**src/rtl/json_string_unescape_utf8_defines.svh**
```systemverilog
// Assertion helpers for the JSON string unescaper.
`ifndef JSON_STRING_UNESCAPE_UTF8_DEFINES_SVH
`define JSON_STRING_UNESCAPE_UTF8_DEFINES_SVH

// same-cycle implication
`define JSU_ASSERT_NOW(lbl, ante, cons, msg) \
   lbl: assert property (@(posedge clock) disable iff (reset) (ante) |-> (cons)) \
      else $error(msg);

// next-cycle implication
`define JSU_ASSERT_NEXT(lbl, ante, cons, msg) \
   lbl: assert property (@(posedge clock) disable iff (reset) (ante) |=> (cons)) \
      else $error(msg);

`endif

```
**src/rtl/jsu_pkg.sv**
```systemverilog
package jsu_pkg;

   localparam int MaxResults = 4;
   localparam int CntW       = $clog2(MaxResults + 1);

   localparam logic [7:0]  CtrlLimit = 8'h20;
   localparam logic [15:0] SurrHiLo  = 16'hd800;
   localparam logic [15:0] SurrHiHi  = 16'hdbff;
   localparam logic [15:0] SurrLoLo  = 16'hdc00;
   localparam logic [15:0] SurrLoHi  = 16'hdfff;
   localparam logic [20:0] PlaneOne  = 21'h10000;
   localparam logic [20:0] Lim1Byte  = 21'h7f;
   localparam logic [20:0] Lim2Byte  = 21'h7ff;
   localparam logic [20:0] Lim3Byte  = 21'hffff;
   localparam logic [7:0]  Lead2     = 8'hc0;
   localparam logic [7:0]  Lead3     = 8'he0;
   localparam logic [7:0]  Lead4     = 8'hf0;
   localparam logic [7:0]  ContMark  = 8'h80;

   typedef enum logic [3:0] {
      PH_IDLE   = 4'd0,
      PH_BODY   = 4'd1,
      PH_ESC    = 4'd2,
      PH_HEX1   = 4'd3,
      PH_WANTBS = 4'd4,
      PH_WANTU  = 4'd5,
      PH_HEX2   = 4'd6
   } phase_type;

   typedef enum logic [1:0] {
      KIND_BYTE = 2'd0,
      KIND_DONE = 2'd1,
      KIND_ERR  = 2'd2
   } kind_type;

   typedef enum logic [2:0] {
      ERR_NONE     = 3'd0,
      ERR_NO_QUOTE = 3'd1,
      ERR_CONTROL  = 3'd2,
      ERR_ESCAPE   = 3'd3,
      ERR_HEX      = 3'd4,
      ERR_UNPAIRED = 3'd5,
      ERR_PAIR     = 3'd6,
      ERR_UNTERM   = 3'd7
   } err_type;

   typedef struct packed {
      phase_type   phase;
      logic [1:0]  hex_count;
      logic [15:0] unit_accum;
      logic [9:0]  high_half;
   } parse_state_type;

   typedef struct packed {
      kind_type   kind;
      logic [7:0] data;
      err_type    err;
   } result_type;

   typedef struct packed {
      logic [CntW-1:0]                count;
      result_type [MaxResults-1:0]    res;
   } step_type;

endpackage

```
**src/rtl/jsu_decode.sv**
```systemverilog
module jsu_decode import jsu_pkg::*; (
   input  parse_state_type cur,
   input  logic [7:0]      data_byte,
   input  logic            end_marker,
   output parse_state_type nxt,
   output step_type        step
);

   function automatic result_type mk(kind_type k, logic [7:0] b, err_type e);
      result_type r;
      r.kind = k;
      r.data = b;
      r.err  = e;
      return r;
   endfunction

   function automatic step_type one(kind_type k, logic [7:0] b, err_type e);
      step_type r;
      r        = '0;
      r.count  = CntW'(1);
      r.res[0] = mk(k, b, e);
      return r;
   endfunction

   // returns {valid, value}
   function automatic logic [4:0] hex_val(logic [7:0] c);
      logic [7:0] d;
      d = 8'h00;
      if (c inside {[8'h30:8'h39]}) begin
         d = c - 8'h30;
         return {1'b1, d[3:0]};
      end else if (c inside {[8'h61:8'h66]}) begin
         d = c - 8'h57;
         return {1'b1, d[3:0]};
      end else if (c inside {[8'h41:8'h46]}) begin
         d = c - 8'h37;
         return {1'b1, d[3:0]};
      end
      return 5'b0;
   endfunction

   function automatic step_type encode(logic [20:0] s);
      step_type r;
      r = '0;
      if (s <= Lim1Byte) begin
         r.count  = CntW'(1);
         r.res[0] = mk(KIND_BYTE, s[7:0], ERR_NONE);
      end else if (s <= Lim2Byte) begin
         r.count  = CntW'(2);
         r.res[0] = mk(KIND_BYTE, Lead2 | {3'b0, s[10:6]}, ERR_NONE);
         r.res[1] = mk(KIND_BYTE, ContMark | {2'b0, s[5:0]}, ERR_NONE);
      end else if (s <= Lim3Byte) begin
         r.count  = CntW'(3);
         r.res[0] = mk(KIND_BYTE, Lead3 | {4'b0, s[15:12]}, ERR_NONE);
         r.res[1] = mk(KIND_BYTE, ContMark | {2'b0, s[11:6]}, ERR_NONE);
         r.res[2] = mk(KIND_BYTE, ContMark | {2'b0, s[5:0]}, ERR_NONE);
      end else begin
         r.count  = CntW'(4);
         r.res[0] = mk(KIND_BYTE, Lead4 | {5'b0, s[20:18]}, ERR_NONE);
         r.res[1] = mk(KIND_BYTE, ContMark | {2'b0, s[17:12]}, ERR_NONE);
         r.res[2] = mk(KIND_BYTE, ContMark | {2'b0, s[11:6]}, ERR_NONE);
         r.res[3] = mk(KIND_BYTE, ContMark | {2'b0, s[5:0]}, ERR_NONE);
      end
      return r;
   endfunction

   logic [4:0]  hv;
   logic [15:0] acc_next;
   logic [20:0] pair_val;

   assign hv       = hex_val(data_byte);
   assign acc_next = {cur.unit_accum[11:0], hv[3:0]};
   assign pair_val = PlaneOne + {1'b0, cur.high_half, acc_next[9:0]};

   always_comb begin
      parse_state_type cleared;
      cleared       = '0;
      cleared.phase = PH_IDLE;
      nxt  = cur;
      step = '0;
      case (cur.phase)
         PH_BODY: begin
            if (end_marker) begin
               nxt  = cleared;
               step = one(KIND_ERR, 8'h00, ERR_UNTERM);
            end else if (data_byte == 8'h22) begin
               nxt.phase = PH_IDLE;
               step      = one(KIND_DONE, 8'h00, ERR_NONE);
            end else if (data_byte < CtrlLimit) begin
               nxt  = cleared;
               step = one(KIND_ERR, 8'h00, ERR_CONTROL);
            end else if (data_byte == 8'h5c) begin
               nxt.phase = PH_ESC;
            end else begin
               step = one(KIND_BYTE, data_byte, ERR_NONE);
            end
         end
         PH_ESC: begin
            nxt.phase = PH_BODY;
            if (end_marker) begin
               nxt  = cleared;
               step = one(KIND_ERR, 8'h00, ERR_UNTERM);
            end else begin
               case (data_byte)
                  8'h22:   step = one(KIND_BYTE, 8'h22, ERR_NONE);
                  8'h5c:   step = one(KIND_BYTE, 8'h5c, ERR_NONE);
                  8'h2f:   step = one(KIND_BYTE, 8'h2f, ERR_NONE);
                  8'h62:   step = one(KIND_BYTE, 8'h08, ERR_NONE);
                  8'h66:   step = one(KIND_BYTE, 8'h0c, ERR_NONE);
                  8'h6e:   step = one(KIND_BYTE, 8'h0a, ERR_NONE);
                  8'h72:   step = one(KIND_BYTE, 8'h0d, ERR_NONE);
                  8'h74:   step = one(KIND_BYTE, 8'h09, ERR_NONE);
                  8'h75: begin
                     nxt.phase      = PH_HEX1;
                     nxt.hex_count  = 2'd0;
                     nxt.unit_accum = 16'h0;
                  end
                  default: begin
                     nxt  = cleared;
                     step = one(KIND_ERR, 8'h00, ERR_ESCAPE);
                  end
               endcase
            end
         end
         PH_HEX1: begin
            if (end_marker || !hv[4]) begin
               nxt  = cleared;
               step = one(KIND_ERR, 8'h00, ERR_HEX);
            end else if (cur.hex_count != 2'd3) begin
               nxt.unit_accum = acc_next;
               nxt.hex_count  = cur.hex_count + 2'd1;
            end else if (acc_next >= SurrHiLo && acc_next <= SurrHiHi) begin
               nxt.hex_count  = 2'd0;
               nxt.high_half  = acc_next[9:0];
               nxt.unit_accum = 16'h0;
               nxt.phase      = PH_WANTBS;
            end else if (acc_next >= SurrLoLo && acc_next <= SurrLoHi) begin
               nxt  = cleared;
               step = one(KIND_ERR, 8'h00, ERR_UNPAIRED);
            end else begin
               nxt.phase      = PH_BODY;
               nxt.hex_count  = 2'd0;
               nxt.unit_accum = 16'h0;
               step           = encode({5'b0, acc_next});
            end
         end
         PH_WANTBS: begin
            if (end_marker || data_byte != 8'h5c) begin
               nxt  = cleared;
               step = one(KIND_ERR, 8'h00, ERR_UNPAIRED);
            end else begin
               nxt.phase = PH_WANTU;
            end
         end
         PH_WANTU: begin
            if (end_marker || data_byte != 8'h75) begin
               nxt  = cleared;
               step = one(KIND_ERR, 8'h00, ERR_UNPAIRED);
            end else begin
               nxt.phase      = PH_HEX2;
               nxt.hex_count  = 2'd0;
               nxt.unit_accum = 16'h0;
            end
         end
         PH_HEX2: begin
            if (end_marker) begin
               nxt  = cleared;
               step = one(KIND_ERR, 8'h00, ERR_UNPAIRED);
            end else if (!hv[4]) begin
               nxt  = cleared;
               step = one(KIND_ERR, 8'h00, ERR_PAIR);
            end else if (cur.hex_count != 2'd3) begin
               nxt.unit_accum = acc_next;
               nxt.hex_count  = cur.hex_count + 2'd1;
            end else if (acc_next < SurrLoLo || acc_next > SurrLoHi) begin
               nxt  = cleared;
               step = one(KIND_ERR, 8'h00, ERR_PAIR);
            end else begin
               nxt.phase      = PH_BODY;
               nxt.hex_count  = 2'd0;
               nxt.unit_accum = 16'h0;
               step           = encode(pair_val);
            end
         end
         default: begin
            if (end_marker || data_byte != 8'h22) begin
               nxt  = cleared;
               step = one(KIND_ERR, 8'h00, ERR_NO_QUOTE);
            end else begin
               nxt       = cleared;
               nxt.phase = PH_BODY;
            end
         end
      endcase
   end

endmodule

```
**src/rtl/json_string_unescape_utf8.sv**
```systemverilog
// JSON string unescaper: takes one quoted JSON string a byte per item, starting
// at the opening quote, and returns the decoded UTF-8 content bytes, then a
// done item at the closing quote, or a single error item that ends the string.
// Each input item is decoded in the cycle it is accepted; its results (up to
// four) land in a four-entry result buffer and leave one per cycle while
// rsp_ready is high; the first result appears in the cycle after acceptance.
// An item that yields no result leaves req_ready high; an item that yields
// one or more results (a \u escape may encode to two, three or four bytes)
// holds req_ready low until the last of them is being taken with rsp_ready high.
// rsp_last_of_run marks the final result of each input item.
`include "json_string_unescape_utf8_defines.svh"

module json_string_unescape_utf8 import jsu_pkg::*; (
   input  logic       clock,
   input  logic       reset,
   input  logic       req_valid,
   output logic       req_ready,
   input  logic [7:0] req_data_byte,
   input  logic       req_end_marker,
   output logic       rsp_valid,
   input  logic       rsp_ready,
   output logic [1:0] rsp_item_kind,
   output logic [7:0] rsp_out_byte,
   output logic [2:0] rsp_error_code,
   output logic       rsp_last_of_run
);

   parse_state_type state_ff, state_in, state_dec;
   step_type        step;

   result_type [MaxResults-1:0] buf_ff, buf_in;
   logic [CntW-1:0]             cnt_ff, cnt_in;

   logic accept;
   logic pop;

   jsu_decode u_decode (
      .cur        (state_ff),
      .data_byte  (req_data_byte),
      .end_marker (req_end_marker),
      .nxt        (state_dec),
      .step       (step)
   );

   assign rsp_valid = (cnt_ff != '0);
   assign pop       = rsp_valid && rsp_ready;
   assign req_ready = (cnt_ff == '0) || ((cnt_ff == CntW'(1)) && rsp_ready);
   assign accept    = req_valid && req_ready;

   always_comb begin
      state_in = state_ff;
      buf_in   = buf_ff;
      cnt_in   = cnt_ff;
      if (accept) begin
         state_in = state_dec;
         buf_in   = step.res;
         cnt_in   = step.count;
      end else if (pop) begin
         for (int i = 0; i < MaxResults - 1; i++) begin
            buf_in[i] = buf_ff[i+1];
         end
         buf_in[MaxResults-1] = '0;
         cnt_in = cnt_ff - CntW'(1);
      end
   end

   always_ff @(posedge clock) begin
      if (reset) begin
         state_ff <= '0;
         cnt_ff   <= '0;
      end else begin
         state_ff <= state_in;
         cnt_ff   <= cnt_in;
      end
   end

   always_ff @(posedge clock) begin
      buf_ff <= buf_in;
   end

   assign rsp_item_kind   = buf_ff[0].kind;
   assign rsp_out_byte    = buf_ff[0].data;
   assign rsp_error_code  = buf_ff[0].err;
   assign rsp_last_of_run = (cnt_ff == CntW'(1));

   `JSU_ASSERT_NOW(a_cnt_bound, 1'b1, cnt_ff <= CntW'(MaxResults), "result count overflow")
   `JSU_ASSERT_NEXT(a_result_follows, accept && step.count != '0, rsp_valid, "result missing")
   `JSU_ASSERT_NOW(a_end_is_last, rsp_valid && rsp_item_kind != KIND_BYTE, rsp_last_of_run, "done or error not last")
   `JSU_ASSERT_NOW(a_err_code, rsp_valid && rsp_item_kind == KIND_ERR, rsp_error_code != ERR_NONE, "error without code")
   `JSU_ASSERT_NEXT(a_err_to_idle, accept && step.res[0].kind == KIND_ERR, state_ff.phase == PH_IDLE, "no idle after error")

endmodule

```
**config.mk**
```make
export PLATFORM = sky130hd
export DESIGN_NAME = json_string_unescape_utf8
export DESIGN_NICKNAME = d
export VERILOG_FILES = /design/src/rtl/jsu_pkg.sv /design/src/rtl/jsu_decode.sv /design/src/rtl/json_string_unescape_utf8.sv
export VERILOG_INCLUDE_DIRS = /design/src /design/src/rtl
export SDC_FILE = /design/constraint.sdc
export NUM_CORES = 1
export LEC_CHECK = 0
export ABC_AREA = 1
export CORE_MARGIN = 5
export CORE_UTILIZATION = 45
export CTS_CLUSTER_SIZE = 14
export DETAILED_ROUTE_END_ITERATION = 16
export DONT_BUFFER_PORTS = 1
export GPL_TIMING_DRIVEN = 0
export SETUP_SLACK_MARGIN = 0.4
export SLEW_MARGIN = 10
export SYNTH_ARGS = -nofsm -noshare
export SYNTH_HDL_FRONTEND = slang
export SYNTH_SLANG_ARGS = --single-unit
```
**constraint.sdc**
```tcl
create_clock -name clock -period 3.9 [get_ports clock]
set_clock_uncertainty 0.05 [all_clocks]
set_input_delay 0.195 -clock clock [delete_from_list [all_inputs] [get_ports clock]]
set_output_delay 0.195 -clock clock [all_outputs]
set_load 0.05 [all_outputs]
```
==> summary by stage <==
Run
The count of maximum capacitance violations is 0.

Yosys
After synthesis, the most frequently instantiated cells are sky130_fd_sc_hd__nand2_1, sky130_fd_sc_hd__nor2_1, sky130_fd_sc_hd__inv_1. A synthesized cell averages roughly 7 um2. The post-synthesis instance total is around 700. The share of synthesized area occupied by flip-flops and latches is about a third.

Counting flops with a built-in enable in the synthesized netlist gives 34. The most used flip-flop cell after synthesis is sky130_fd_sc_hd__edfxtp_1. The async set-reset flop share out of synthesis is 0%.

When the netlist entered floorplanning its net count stood at around 730. The number of distinct library cells after synthesis is between 40 and 50. In the post-synthesis netlist, the cell with the most instances is sky130_fd_sc_hd__nand2_1.

The number of warnings reported in the yosys synthesis log is 0. The post-synthesis cell type with the largest combined area is sky130_fd_sc_hd__edfxtp_1. The area share of the leading cell type in the synthesized netlist is a little over a fifth. In the post-synthesis netlist, the biggest area contributors are sky130_fd_sc_hd__edfxtp_1, sky130_fd_sc_hd__nand2_1, sky130_fd_sc_hd__dfxtp_1. The post-synthesis sequential element count is 64. The mapped netlist covers around 4800 um2.

STA
The final number of setup-violating endpoints is 0. The final hold violation count is 0. At the pin with the least slew margin, the transition time is between 600 and 700 ps. The shortest clock period the worst path allows after layout is 3250 ps. Hold is met by ~96 ps. In this run the tightest slew margin relative to its limit is a little under three fifths. The number of pins with negative max-slew slack in the final report is 0. The final-layout setup total negative slack is 0 ps. Setup repair after global routing left no endpoint under its margin. The upper clock frequency limit is 308 MHz. The final critical path takes up between 80 and 90% of the cycle.

Worst setup path
The worst register-to-register path has a depth of 11. The worst setup path is captured at a flop. The required time of the worst setup path is around 4100 ps. In this run the critical register-to-register path is launched from cnt_ff[1].

The top fanout value on the critical path is 10. The data arrival time at the worst-slack endpoint is around 3500 ps. The cell that appears most often on the critical path is sky130_fd_sc_hd__nand2_1.

Traced cell by cell, the critical path runs through inv_1, ha_1, nand2_1, nand2_1, nand2_1, nor3_1, a21boi_4, nand2_1, a21oi_1, nand2_1, a21oi_1. The flop-to-flop setup slack is about 650 ps. The worst register-to-register path ends at state_ff[13]. The delay of the slowest critical-path stage is around 560 ps. The launching element type of the critical path is a flop.

The origin of the worst setup path is cnt_ff[1]. The class of the most critical setup path is reg2reg. The largest individual stage delay along the critical path comes from the cell sky130_fd_sc_hd__nand2_1.

In this run the worst setup path terminates at state_ff[13].

Final layout
The repair_antennas step left the layout with diodes totalling 0. The area growth from synthesis to layout is 7.93%. The number of nets in the finished design is between 700 and 800. The layout cell share with drive strength beyond 1 is between 10% and 20%. Fill cells in the final layout number 1,091. The final core utilization is 50.2%.

Routing
In the routed design, unresolved DRC markers number 0. The number of iterations in the first detailed-routing pass is 5. The detailed router placed 4,720 vias in this run.

After detailed routing, the average wire length per cell comes to about 17 um. The final antenna-violating net count is 0. For this block, the initial DRC count from the detailed router was slightly above 400.

The post-detailed-route via-to-cell ratio is between 5 and 6. The final layout contains routed wiring with a total length of approximately 15,000 um.

GRT
The largest net degree at the start of global routing is 22. For this run the aggregate overflow at the end of global routing stands at 0. The initial antenna violation count is 0. The first-pass GRT wire length is ~24,000 um. The number of global-route vias before repair is ~4,600.

The global-route usage over all layers is 23.7%.

Clocking
TritonCTS built the clock tree. Post-CTS timing repair inserted 0 buffers for setup. CTS built an H-tree with a depth of 3. Clock-pin slew was measured on the worst setup and hold paths at approximately 80 ps.

The longest clock path from root to sink contains 2 buffers. The worst-skew pair later-pin latency is between 300 and 400 ps. The tree built by TritonCTS fans out to 64 sinks. The number of CTS-inserted buffers is 9. The clock tree root buffer cell is sky130_fd_sc_hd__clkbuf_8.

Pwr
The ratio of total power to cell area is 704 nW/um2. Summed over all cells, the static leakage comes to between 2 and 2.5 nW. Across the VDD grid, the largest voltage drop is 0.555 mV. The total power is ~3.7 mW.

Status
The flow ran to the end, and the final reports show no timing, DRC or antenna violations.

Floorplanning
The row count is 37. The floorplan step defined a core boundary enclosing 10,400 um2. The top-level I/O count is 29. The full die area is between 10,000 and 15,000 um2. The die height is 114 um. The floorplan step set the die width to 114 um. The initial core utilization is between 40% and 50%.

Placement
Routability-driven placement finished with a final weighted congestion of 0.974. The count of buffers added on input and output ports is 0. Detailed placement finished with a half-perimeter wire length of about 12,000 um.

Worst hold path
The min-delay analysis places its worst path in the category in2reg. Counting instances, the worst hold path has a depth of 3.
## worst max-delay path: cells and delay by family, from the launching register on
kind / cells / cell delay [ps]
buf+inv: 1 / 90
simple gates: 6 / 1740
fa+ha+maj: 1 / 150
compound gates: 3 / 790
flops: 1 / 320
## state kept, by name (all words and copies together) (netlist names)
signal and count:
rsp_error_code 3, buf_ff 21, state_ff 27, rsp_out_byte 8
rsp_item_kind 2, cnt_ff 3
## how the worst min path moves through the flow
stage | startpoint | endpoint | slack [ps]
CTS | req_end_marker | state_ff[29] | 90
floorplan | req_end_marker | state_ff[27] | 340
global route | req_end_marker | state_ff[29] | 100
global placement | req_end_marker | state_ff[27] | 360
finish | req_end_marker | state_ff[29] | 100
detailed placement | req_end_marker | state_ff[27] | 360
## kinds of logic (layout without fill, tap and decap cells)
family,Yosys count,count (layout),share of synthesized area [%]
XOR/XNOR,3,3,0.543
AO/OA/AOI/OAI,115,115,14.3
flip-flops,64,64,33.5
adder cells (fa/ha/maj),11,11,2.84
buffers and inverters,124,142,11.0
AND/OR/NAND/NOR,388,388,37.8
## layer usage
layer  share of wire, %  up-vias  GRT usage (%)
met5                  0        -              0
met4                2.0        0           8.09
met3                5.7       17           2.23
met2                 45      157           36.9
met1                 47     2201           34.2
li1                   -     2345              -
## per-stage QoR
step | instances | worst slack, ps | instance area [um2]
floorplan | 705 | 541 | 4840
global placement | 841 | -268 | 5010
detailed placement | 842 | 554 | 5050
CTS | 859 | 540 | 5220
global route | 859 | 433 | 5230
finish | 859 | 648 | 5230
## cells in the final DEF (no fill, tap or decap), types with 2 or more instances in the layout
cell / count
sky130_fd_sc_hd__nand2_1: 185
sky130_fd_sc_hd__nor2_1: 87
sky130_fd_sc_hd__inv_1: 79
sky130_fd_sc_hd__nand3_1: 35
sky130_fd_sc_hd__edfxtp_1: 34
sky130_fd_sc_hd__o21ai_0: 32
sky130_fd_sc_hd__a21oi_1: 31
sky130_fd_sc_hd__dfxtp_1: 30
sky130_fd_sc_hd__nor3_1: 20
sky130_fd_sc_hd__nand4_1: 17
sky130_fd_sc_hd__buf_4: 14
sky130_fd_sc_hd__nand2_2: 13
sky130_fd_sc_hd__o22ai_1: 12
sky130_fd_sc_hd__ha_1: 11
sky130_fd_sc_hd__clkbuf_1: 10
sky130_fd_sc_hd__o21ai_1: 10
sky130_fd_sc_hd__inv_2: 9
sky130_fd_sc_hd__clkbuf_8: 9
sky130_fd_sc_hd__o211ai_1: 8
sky130_fd_sc_hd__buf_2: 7
sky130_fd_sc_hd__nand2_4: 6
sky130_fd_sc_hd__nor2_4: 6
sky130_fd_sc_hd__a211oi_1: 5
sky130_fd_sc_hd__clkinv_2: 4
sky130_fd_sc_hd__nand3_4: 3
sky130_fd_sc_hd__nor2_2: 3
sky130_fd_sc_hd__nand3_2: 3
sky130_fd_sc_hd__nand3b_1: 3
sky130_fd_sc_hd__nor3_2: 3
sky130_fd_sc_hd__nor2_8: 2
sky130_fd_sc_hd__inv_4: 2
sky130_fd_sc_hd__xnor2_1: 2
sky130_fd_sc_hd__o221ai_1: 2
sky130_fd_sc_hd__a41oi_1: 2
sky130_fd_sc_hd__buf_1: 2
## what timing repair did
item | 4_1_cts | 5_1_grt
endpoints found under the hold margin | 1 | 0
hold buffers | 1 | 0
endpoints found under the setup margin | 0 | 2
gates resized for setup | 0 | 2
## area by class of cell
type	instances	area [um2]	area share (%)
multi-input combinational	517	2700	51.7
sequential	64	1620	31.0
inverter	91	347	6.63
buffer	33	186	3.57
tap	136	170	3.26
clock buffer	10	128	2.44
timing repair buffer	2	37.5	0.718
clock inverter	6	36.3	0.694
## where the power goes
group	leakage [nW]	internal [mW]	switching (mW)	total (mW)
Sequential	0.587	1.07	0.149	1.22
Clock	0.0858	0.227	0.275	0.502
Combinational	1.54	0.561	1.40	1.96
Power figures use the tool's default switching activity.
